==> config.mk <==
export PLATFORM = sky130hd
export DESIGN_NAME = twa_ctrl
export DESIGN_NICKNAME = d
export VERILOG_FILES = /design/src/hdl/assert_macros.svh /design/src/hdl/twa_pkg.sv /design/src/hdl/twa_ctrl.sv
export SDC_FILE = /design/constraint.sdc
export NUM_CORES = 1
export LEC_CHECK = 0
export CAP_MARGIN = 5
export CORE_AREA = 2 2 39 41
export DETAILED_ROUTE_END_ITERATION = 8
export DIE_AREA = 0 0 41 43
export DONT_BUFFER_PORTS = 1
export MAX_ROUTING_LAYER = met4
export PLACE_DENSITY = 0.51
export SYNTH_ARGS = -nofsm -noshare
export SYNTH_HDL_FRONTEND = slang
export SYNTH_SLANG_ARGS = --single-unit
export TNS_END_PERCENT = 20
==> constraint.sdc <==
create_clock -name clk_i -period 1.15 [get_ports clk_i]
set_input_delay 0 -clock clk_i [delete_from_list [all_inputs] [get_ports clk_i]]
set_output_delay 0 -clock clk_i [all_outputs]
set_load 0.01 [all_outputs]
==> src/hdl/assert_macros.svh <==
// Assertion helpers shared by the RTL that carries checks.
// All checks use clk_i and rst_ni of the including module.
`ifndef ASSERT_MACROS_SVH
`define ASSERT_MACROS_SVH

// Same-cycle implication
`define ASSERT_IMPL(lbl, ante, cons, msg) \
  lbl: assert property (@(posedge clk_i) disable iff (!rst_ni) (ante) |-> (cons)) \
    else $error(msg);

// Next-cycle implication
`define ASSERT_NEXT(lbl, ante, cons, msg) \
  lbl: assert property (@(posedge clk_i) disable iff (!rst_ni) (ante) |=> (cons)) \
    else $error(msg);

`endif

==> src/hdl/twa_pkg.sv <==
`timescale 1ns / 1ps

package twa_pkg;

  // Store geometry
  localparam int Bins     = 1024;
  localparam int Channels = 4;
  localparam int BIN_W    = 10;
  localparam int CH_W     = 2;
  localparam int ADDR_W   = CH_W + BIN_W;
  localparam int SUM_W    = 32;
  localparam int CNT_W    = 16;
  localparam int VAL_W    = 16;
  localparam int CFG_W    = 11;
  localparam int CFG_IDX_W = 2;
  localparam int DIV_CNT_W = 5;

  // Operation codes
  localparam logic [1:0] OP_ACC   = 2'd0;
  localparam logic [1:0] OP_EOW   = 2'd1;
  localparam logic [1:0] OP_READ  = 2'd2;
  localparam logic [1:0] OP_CLEAR = 2'd3;

  // Configuration register indexes
  localparam logic [CFG_IDX_W-1:0] REG_PRE_TRIGGER    = 2'd0;
  localparam logic [CFG_IDX_W-1:0] REG_ALIGN_POSITION = 2'd1;
  localparam logic [CFG_IDX_W-1:0] REG_SAMPLES_IN_USE = 2'd2;

  // Controller to datapath commands
  typedef struct packed {
    logic capture;    // latch input word fields
    logic acc_rd;     // read bin for accumulate
    logic acc_wr;     // write saturated sum back
    logic clr_start;  // zero the count and rewind the clear pointer
    logic clr_wr;     // write one zero entry
    logic cnt_inc;    // end of waveform
    logic rd_mem;     // read bin for average
    logic div_load;   // start the divider
    logic div_step;   // one quotient bit
    logic out_load;   // move result into the output register
  } twa_cmd_t;

  // Datapath to controller status
  typedef struct packed {
    logic acc_ok;
    logic clr_last;
    logic div_last;
    logic out_free;
  } twa_status_t;

endpackage

==> src/hdl/twa_ctrl.sv <==
`timescale 1ns / 1ps

module twa_ctrl
  import twa_pkg::*;
(
  input  logic        clk_i,
  input  logic        rst_ni,
  input  logic        in_valid_i,
  output logic        in_ready_o,
  input  logic [1:0]  op_i,
  input  twa_status_t status_i,
  output twa_cmd_t    cmd_o
);

  localparam logic [2:0] S_IDLE    = 3'd0;
  localparam logic [2:0] S_CLR     = 3'd1;
  localparam logic [2:0] S_ACC_RD  = 3'd2;
  localparam logic [2:0] S_ACC_WR  = 3'd3;
  localparam logic [2:0] S_RD_MEM  = 3'd4;
  localparam logic [2:0] S_RD_LOAD = 3'd5;
  localparam logic [2:0] S_RD_DIV  = 3'd6;
  localparam logic [2:0] S_RD_OUT  = 3'd7;

  logic [2:0] state_q, state_d;
  logic       accept;

  assign in_ready_o = (state_q == S_IDLE);
  assign accept     = in_ready_o && in_valid_i;

  // Next state and commands
  always_comb begin
    state_d = state_q;
    cmd_o   = '0;
    case (state_q)
      S_IDLE: begin
        if (accept) begin
          cmd_o.capture = 1'b1;
          case (op_i)
            OP_ACC:   state_d = S_ACC_RD;
            OP_EOW:   cmd_o.cnt_inc = 1'b1;
            OP_READ:  state_d = S_RD_MEM;
            OP_CLEAR: begin
              cmd_o.clr_start = 1'b1;
              state_d = S_CLR;
            end
            default: ;
          endcase
        end
      end
      S_CLR: begin
        cmd_o.clr_wr = 1'b1;
        if (status_i.clr_last) state_d = S_IDLE;
      end
      S_ACC_RD: begin
        if (status_i.acc_ok) begin
          cmd_o.acc_rd = 1'b1;
          state_d = S_ACC_WR;
        end else begin
          state_d = S_IDLE;
        end
      end
      S_ACC_WR: begin
        cmd_o.acc_wr = 1'b1;
        state_d = S_IDLE;
      end
      S_RD_MEM: begin
        cmd_o.rd_mem = 1'b1;
        state_d = S_RD_LOAD;
      end
      S_RD_LOAD: begin
        cmd_o.div_load = 1'b1;
        state_d = S_RD_DIV;
      end
      S_RD_DIV: begin
        cmd_o.div_step = 1'b1;
        if (status_i.div_last) state_d = S_RD_OUT;
      end
      S_RD_OUT: begin
        if (status_i.out_free) begin
          cmd_o.out_load = 1'b1;
          state_d = S_IDLE;
        end
      end
      default: state_d = S_IDLE;
    endcase
  end

  // Reset starts with a clearing pass over the store
  always_ff @(posedge clk_i or negedge rst_ni) begin
    if (!rst_ni) begin
      state_q <= S_CLR;
    end else begin
      state_q <= state_d;
    end
  end

endmodule

* After elaboration in Yosys (flattened, before gate mapping)
Index checks and enable logic that the tools add are counted.
** Cells by class
- Equality and inequality tests :: 15
- Multiplexer cells :: 24
- Reduce and logical (&&, ||, !) cells :: 4
** Operators by type and width (count)
- 3-bit case mux with 8 select lines :: 1
- 1-bit 2-to-1 mux :: 17
- 3-bit equality test (second input constant) :: 4
- 3-bit 2-to-1 mux :: 4
- 3-bit case mux with 3 select lines :: 1
- 3-bit by 2-bit equality test with 1-bit output (second input constant) :: 2
- 2-bit != test (second input constant) :: 3
- 5-bit AND reduction :: 1
- 2-bit equality test (second input constant) :: 2
- 4-bit by 1-bit != test with 1-bit output (second input constant) :: 1
- 3-bit by 1-bit equality test with 1-bit output (second input constant) :: 1
- 3-bit zero test :: 1
- 2-bit by 1-bit equality test with 1-bit output (second input constant) :: 1
- 2-bit zero test :: 1
- 2-bit 2-to-1 mux :: 1
- 2-bit by 1-bit != test with 1-bit output (second input constant) :: 1
- 1-bit logical AND :: 1
** Word-level totals
- Register bits :: 3
- Input bits :: 9

* Longest topological paths before layout
Gate-level depths: netlist (run 1).
- Word-level depth :: 4
- Gate-level depth with buffers :: 5

* Worst setup path before layout (run 1)
No wires, ideal clock.
- Kind :: flip-flop to output port
- Start :: register state_q[1]
- End :: output port cmd_o[4] (netlist bit)
- Data arrival time :: 1.282 ns
- Data required time :: 1.150 ns
- Path slack :: -0.132 ns
- Stages on the path, launching flop included :: 5
- Cells stage by stage :: dfrtp_1 > buf_6 > nor3_2 > and2_1 > nor3b_2
** RTL lines
- start, declared :: RTL line twa_ctrl.sv:24 : logic [2:0] state_q, state_d;
- start signal, assigned :: RTL line twa_ctrl.sv:93 : state_q <= state_d;
- end, declared :: RTL line twa_ctrl.sv:12 : output twa_cmd_t cmd_o

* Worst setup path in the final report (run 1)
- Start :: register state_q[0]
- End :: register state_q[1]
** Between the ends
- Longest elaborated chain between the ends :: 4
** Ends and longest elaborated chain
- 3-bit zero test :: RTL line twa_ctrl.sv:27, twa_ctrl.sv:34
- 1-bit logical AND :: RTL line twa_ctrl.sv:28 : assign accept = in_ready_o && in_valid_i;
- 2-bit by 1-bit != test with 1-bit output (no line)
- 5-bit AND reduction (no line)
Parallel ways exist; a longest one is shown, timed or not.
A chain may end at the register's enable or synchronous reset.

==> out/results.ini, run 1 <==
[finish]
synthToLayoutAreaGrowth_pct=89.53
n_fill_cell=145
final_core_utilization_pct=44.21
reg.largest.list=state_q (3)
final_area_um2=611.8
antenna_cells=0
largest_reg_flops=3
nets=73
mostFrequentLayoutCell=buf_4
layout-drive-gt1-share_pct=63.49
finalNonFillerCells=79
most-common-layout-cells=buf_4 (11), buf_6 (6), nand2_1 (4), o21ai_0 (4), dlygate4sd3_1 (4)
top_register=state_q

[run_status]
status=finished, violations left
violations=setup timing

[placed_design]
dpl-instance-area_um2=449.2
place_congestion=0.8090
hpwl_um=674.3
pre_cts_ws_ns=-0.1333
dpl.cell_count=69
io_buffers=0

[global_route]
grt_overflow=0
grt_max_degree=8
grt_util_all_layers_pct=15.58
first_global_vias=422
antenna_found_initial=0
grt_pass1_wl_um=1738

[floorplanning]
dieHeight_um=43
row_count=14
initial_utilization_pct=23.33
io-pin-count=20
die_area_mm2=0.001763
die_x_um=41
fp.coreArea_mm2=0.001384

[pwr]
ir_drop_uv=962.4
power.density_mw_per_mm2=2631
p_leak_nw=0.2731
p_total_mw=1.610

[clock_network]
tritoncts=yes
cts_buffers=3
clockRootBuffer=clkbuf_4
clkLatencyLatePin_ns=0.25
htree_levels=1
cts.sinks=3
path_clk_slew_ns=0.03
clk_path_buf_depth=2

[worst_setup_path]
worst-setup-path-type=reg -> reg
cp_slowest_cell=dfstp_2
start_kind=flop
critPathCaptureType=flop
cp.arrival_ns=1.49
worstPathRequired_ns=1.31
cpPeakStageDelay_ns=0.58
path_cells=nor3_4 -> buf_4 -> a221oi_2 -> mux2i_1
crit_path_max_fanout=4

[timing]
setup_ws_ns=-0.1723
timing.fmax_mhz=756.3
relSlewSlack_pct=74.03
timing.final.crit_period_ns=1.322
hold_viol=0
finClkSkew_ns=0.005531
worst_slew_pin_slew_ns=0.3855
drv_slew=0
finalSetupViolCount=12
rsz0062_at_grt=yes
finalCritPeriodShare_pct=115.0

[flow_run]
max-cap-violations=0

[detailed_routing]
drtIter0Drc=8
routed_wl_um=1017
num_vias=396
first_pass_iters=3
antenna_left=0
drc=0
vias_per_cell=5.013
wl_per_cell_um=12.87

[synth]
yosysSeqAreaShare_pct=23.64
syn_area_per_cell_um2=7.873
synthCells=41
synthesis.area_um2=322.8
syn_nets=50
yosysWarnings=0
yosysTopAreaCellShare_pct=15.50
synth.area.top_cells=dfrtp_1 (16%), dfstp_2 (8.1%), buf_6 (7.0%)
synth.distinct_cells=24
synth_top_area_cell=dfrtp_1
ys_ff_latch=3

[min_path]
hold_path_class=in -> out

[synthesized netlist by cell type]
cell,instances
nor3_1,2
o21ai_0,4
mux2i_1,1
and3_1,2
a22o_1,1
dfrtp_1,2
nor2_1,3
and3_2,2
a221oi_1,1
nand2_4,1
buf_2,1
or3_1,2
a21oi_1,2
nor4b_1,1
buf_6,2
a211oi_1,1
nor3b_2,1
and2_1,1
dfstp_2,1
nand2_1,4
nor3_2,1
a41oi_1,1
inv_1,3
o21ai_2,1
[worst max-delay path: cells and delay by family, from the launching register on]
family          cells  cell delay, ns
buf+inv             1            0.15
compound gates      1            0.24
mux                 1            0.21
simple gates        1            0.06
flops               1            0.58
[area by class of cell]
| class | count | area (um^2) | share of cell area, % |
|---|---|---|---|
| Sequential cell | 3 | 77.57 | 12.68 |
| Clock buffer | 4 | 26.28 | 4.294 |
| Timing Repair Buffer | 21 | 190.2 | 31.08 |
| Tap cell | 16 | 20.02 | 3.272 |
| Inverter | 3 | 13.76 | 2.249 |
| Multi-Input combinational cell | 32 | 284.0 | 46.42 |
[stage by stage]
step                setup TNS (ns)  hold slack (ns)
finish                      -1.055          0.02679
global route                -1.723          0.02791
CTS                         -1.252          0.01751
detailed placement         -0.3690          -0.2955
global placement           -0.3265          -0.2955
floorplan                 -0.07455          -0.2956
[routing by layer]
metal  GRT usage (%)  up-vias  wire length (um)
li1                -      195                 -
met1           17.21      187               409
met2           22.19       12               530
met3           6.283        2                59
met4           10.00        0                18
met5               -        -                 0
[cell families (layout without fill, tap and decap cells)]
kind of cell | after synthesis | in the layout | synth area share, %
buf+inv | 6 | 28 | 12.01
simple gates | 20 | 20 | 38.76
flops | 3 | 3 | 23.65
compound gates | 11 | 11 | 22.48
mux | 1 | 1 | 3.101
[power by group]
| group | internal (mW) | switching [mW] |
|---|---|---|
| combinational | 0.612 | 0.559 |
| sequential | 0.177 | 0.0645 |
| clock | 0.131 | 0.0666 |
[timing repair]
action | 4_1_cts | 5_1_grt
resized for setup | 16 | 5
endpoints found under the hold margin | 4 | 1
pin swaps | 6 | 3
setup buffers | 3 | 0
endpoints found under the setup margin | 13 | 14
hold buffers | 3 | 1
cloned | 0 | 0
[path summary, 6_finish.rpt]
path                       slack [ns]         end        from  depth (start not counted)
min reg2reg                      0.71  state_q[2]  state_q[1]                          4
max in group asynchronous        0.38  state_q[0]      rst_ni                          2
max                             -0.17  state_q[1]  state_q[0]                          4
max reg2reg                     -0.17  state_q[1]  state_q[0]                          4
min                              0.03    cmd_o[4]     op_i[1]                          1
min in group asynchronous        0.54  state_q[2]      rst_ni                          2
Note: power is estimated with default switching activity, not from simulation.
==> inputs of run 2 (changes only) <==
- CELL_PAD_IN_SITES_DETAIL_PLACEMENT: not set -> 2
- CELL_PAD_IN_SITES_GLOBAL_PLACEMENT: not set -> 2
- CORE_AREA: 2 2 39 41 -> not set
- CORE_MARGIN: not set -> 2
- CORE_UTILIZATION: not set -> 24
- DIE_AREA: 0 0 41 43 -> not set
- PLACE_DENSITY: 0.51 -> 0.76
- SETUP_SLACK_MARGIN: not set -> 0.3
==> out/results.ini, run 2 (synthesis gave the netlist of run 1 again) <==
[placed_design]
pre_cts_ws_ns=-0.2729
place_congestion=0.7588
io_buffers=0
hpwl_um=990.1
dpl.cell_count=65
dpl-instance-area_um2=437.9

[clock_network]
path_clk_slew_ns=0.04
clockRootBuffer=clkbuf_4
htree_levels=1
cts.sinks=3
cts_buffers=3
tritoncts=yes
clkLatencyLatePin_ns=0.24
clk_path_buf_depth=2

[timing]
timing.final.crit_period_ns=1.416
finalCritPeriodShare_pct=123.2
relSlewSlack_pct=68.14
worst_slew_pin_slew_ns=0.4729
drv_slew=0
setup-tns-final_ns=-1.647
rsz0062_at_grt=yes
whs_ns=0.02469
hold_viol=0
finalSetupViolCount=11
finClkSkew_ns=0.001829
timing.fmax_mhz=706.1
setup_ws_ns=-0.2662

[finish]
largest_reg_flops=3
finalNonFillerCells=73
most-common-layout-cells=buf_4 (11), nand2_1 (4), o21ai_0 (3), clkbuf_4 (3)
top_register=state_q
nets=68
n_fill_cell=153
reg.largest.list=state_q (3)
layout-drive-gt1-share_pct=58.62
antenna_cells=0
mostFrequentLayoutCell=buf_4
synthToLayoutAreaGrowth_pct=69.77
final_area_um2=548.0

[run_status]
violations=setup timing
status=finished, violations left

[global_route]
first_global_vias=437
grt_overflow=0
grt_util_all_layers_pct=19.24
grt_pass1_wl_um=1945
grt_max_degree=12
antenna_found_initial=0

[min_path]
hold_path_class=in -> async

[detailed_routing]
drtIter0Drc=1
antenna_left=0
first_pass_iters=2
wl_per_cell_um=18.52
num_vias=394
vias_per_cell=5.397
routed_wl_um=1352
drc=0

[pwr]
power.density_mw_per_mm2=2857
ir_drop_uv=743.8
p_leak_nw=0.2475

[floorplanning]
io-pin-count=20
initial_utilization_pct=25.12
die_x_um=40.68
die_area_mm2=0.001654
row_count=13
fp.coreArea_mm2=0.001285
dieHeight_um=40.68

[worst_setup_path]
startpoint=state_q[0]
start_kind=flop
cp.arrival_ns=1.56
critPathCaptureType=flop
worst-setup-path-type=reg -> reg
crit_path_max_fanout=4
worstPathRequired_ns=1.30
regToRegStartpoint=state_q[0]

[flow_run]
max-cap-violations=0

-- run 2: cell types whose count changed in the layout (fill, tap and decap cells not counted), moves of 2 or more --
cell | previous run | this run
and3_2 | 0 | 2
and3_4 | 3 | 1
buf_6 | 6 | 2
dlygate4sd3_1 | 4 | 2
-- run 2: what timing repair did --
item | in CTS | in global routing
endpoints found under the setup margin | 14 | 14
gates resized for setup | 7 | 5
hold buffers | 2 | 0
pin swaps | 4 | 0
hold endpoints to repair | 4 | 0
setup buffers | 2 | 0
-- run 2: layer usage --
metal  track usage [%]  vias to the layer above  wire [um]
li1                  -                      181          -
met1             20.52                      197        543
met2             34.13                       16        747
met3             4.348                        0         61
met4             7.500                        0          0
met5                 -                        -          0
-- run 2: final cells by class --
| type | instances | area, um^2 | share of cell area, % |
|---|---|---|---|
| Multi-Input combinational cell | 32 | 270.3 | 49.31 |
| Tap cell | 15 | 18.77 | 3.425 |
| Timing Repair Buffer | 16 | 145.1 | 26.48 |
| Sequential cell | 3 | 76.32 | 13.93 |
| Clock buffer | 4 | 26.28 | 4.795 |
| Inverter | 3 | 11.26 | 2.055 |
-- run 2: worst paths after layout --
kind                              end  slack [ns]  cells after the start
setup reg to reg           state_q[1]       -0.27                      4
setup / recovery           state_q[1]       -0.27                      4
hold / removal             state_q[2]        0.02                      1
max in group asynchronous  state_q[0]        0.90                      1
min in group clk_i           cmd_o[4]        0.03                      1
hold reg to reg            state_q[2]        0.76                      2
-- run 2: report_power, final --
group	switching, mW	internal (mW)	leakage [nW]	total, mW
registers	0.0678	0.175	0.0326	0.242
clock network	0.0637	0.131	0.0150	0.194
logic	0.582	0.547	0.200	1.13
total	0.713	0.853	0.247	1.57
-- run 2: worst max-delay path: stages (launching register included) --
cell      delay [ns]
dfstp_2         0.59
nor3_4          0.07
buf_4           0.14
a221oi_4        0.26
mux2i_1         0.26
-- run 2: per-stage QoR --
stage               util [%]  total power, mW
floorplan                  -           0.8006
global placement       34.08            1.106
detailed placement     34.08            1.173
CTS                    41.48            1.511
global route           42.65            1.675
finish                 42.65            1.566
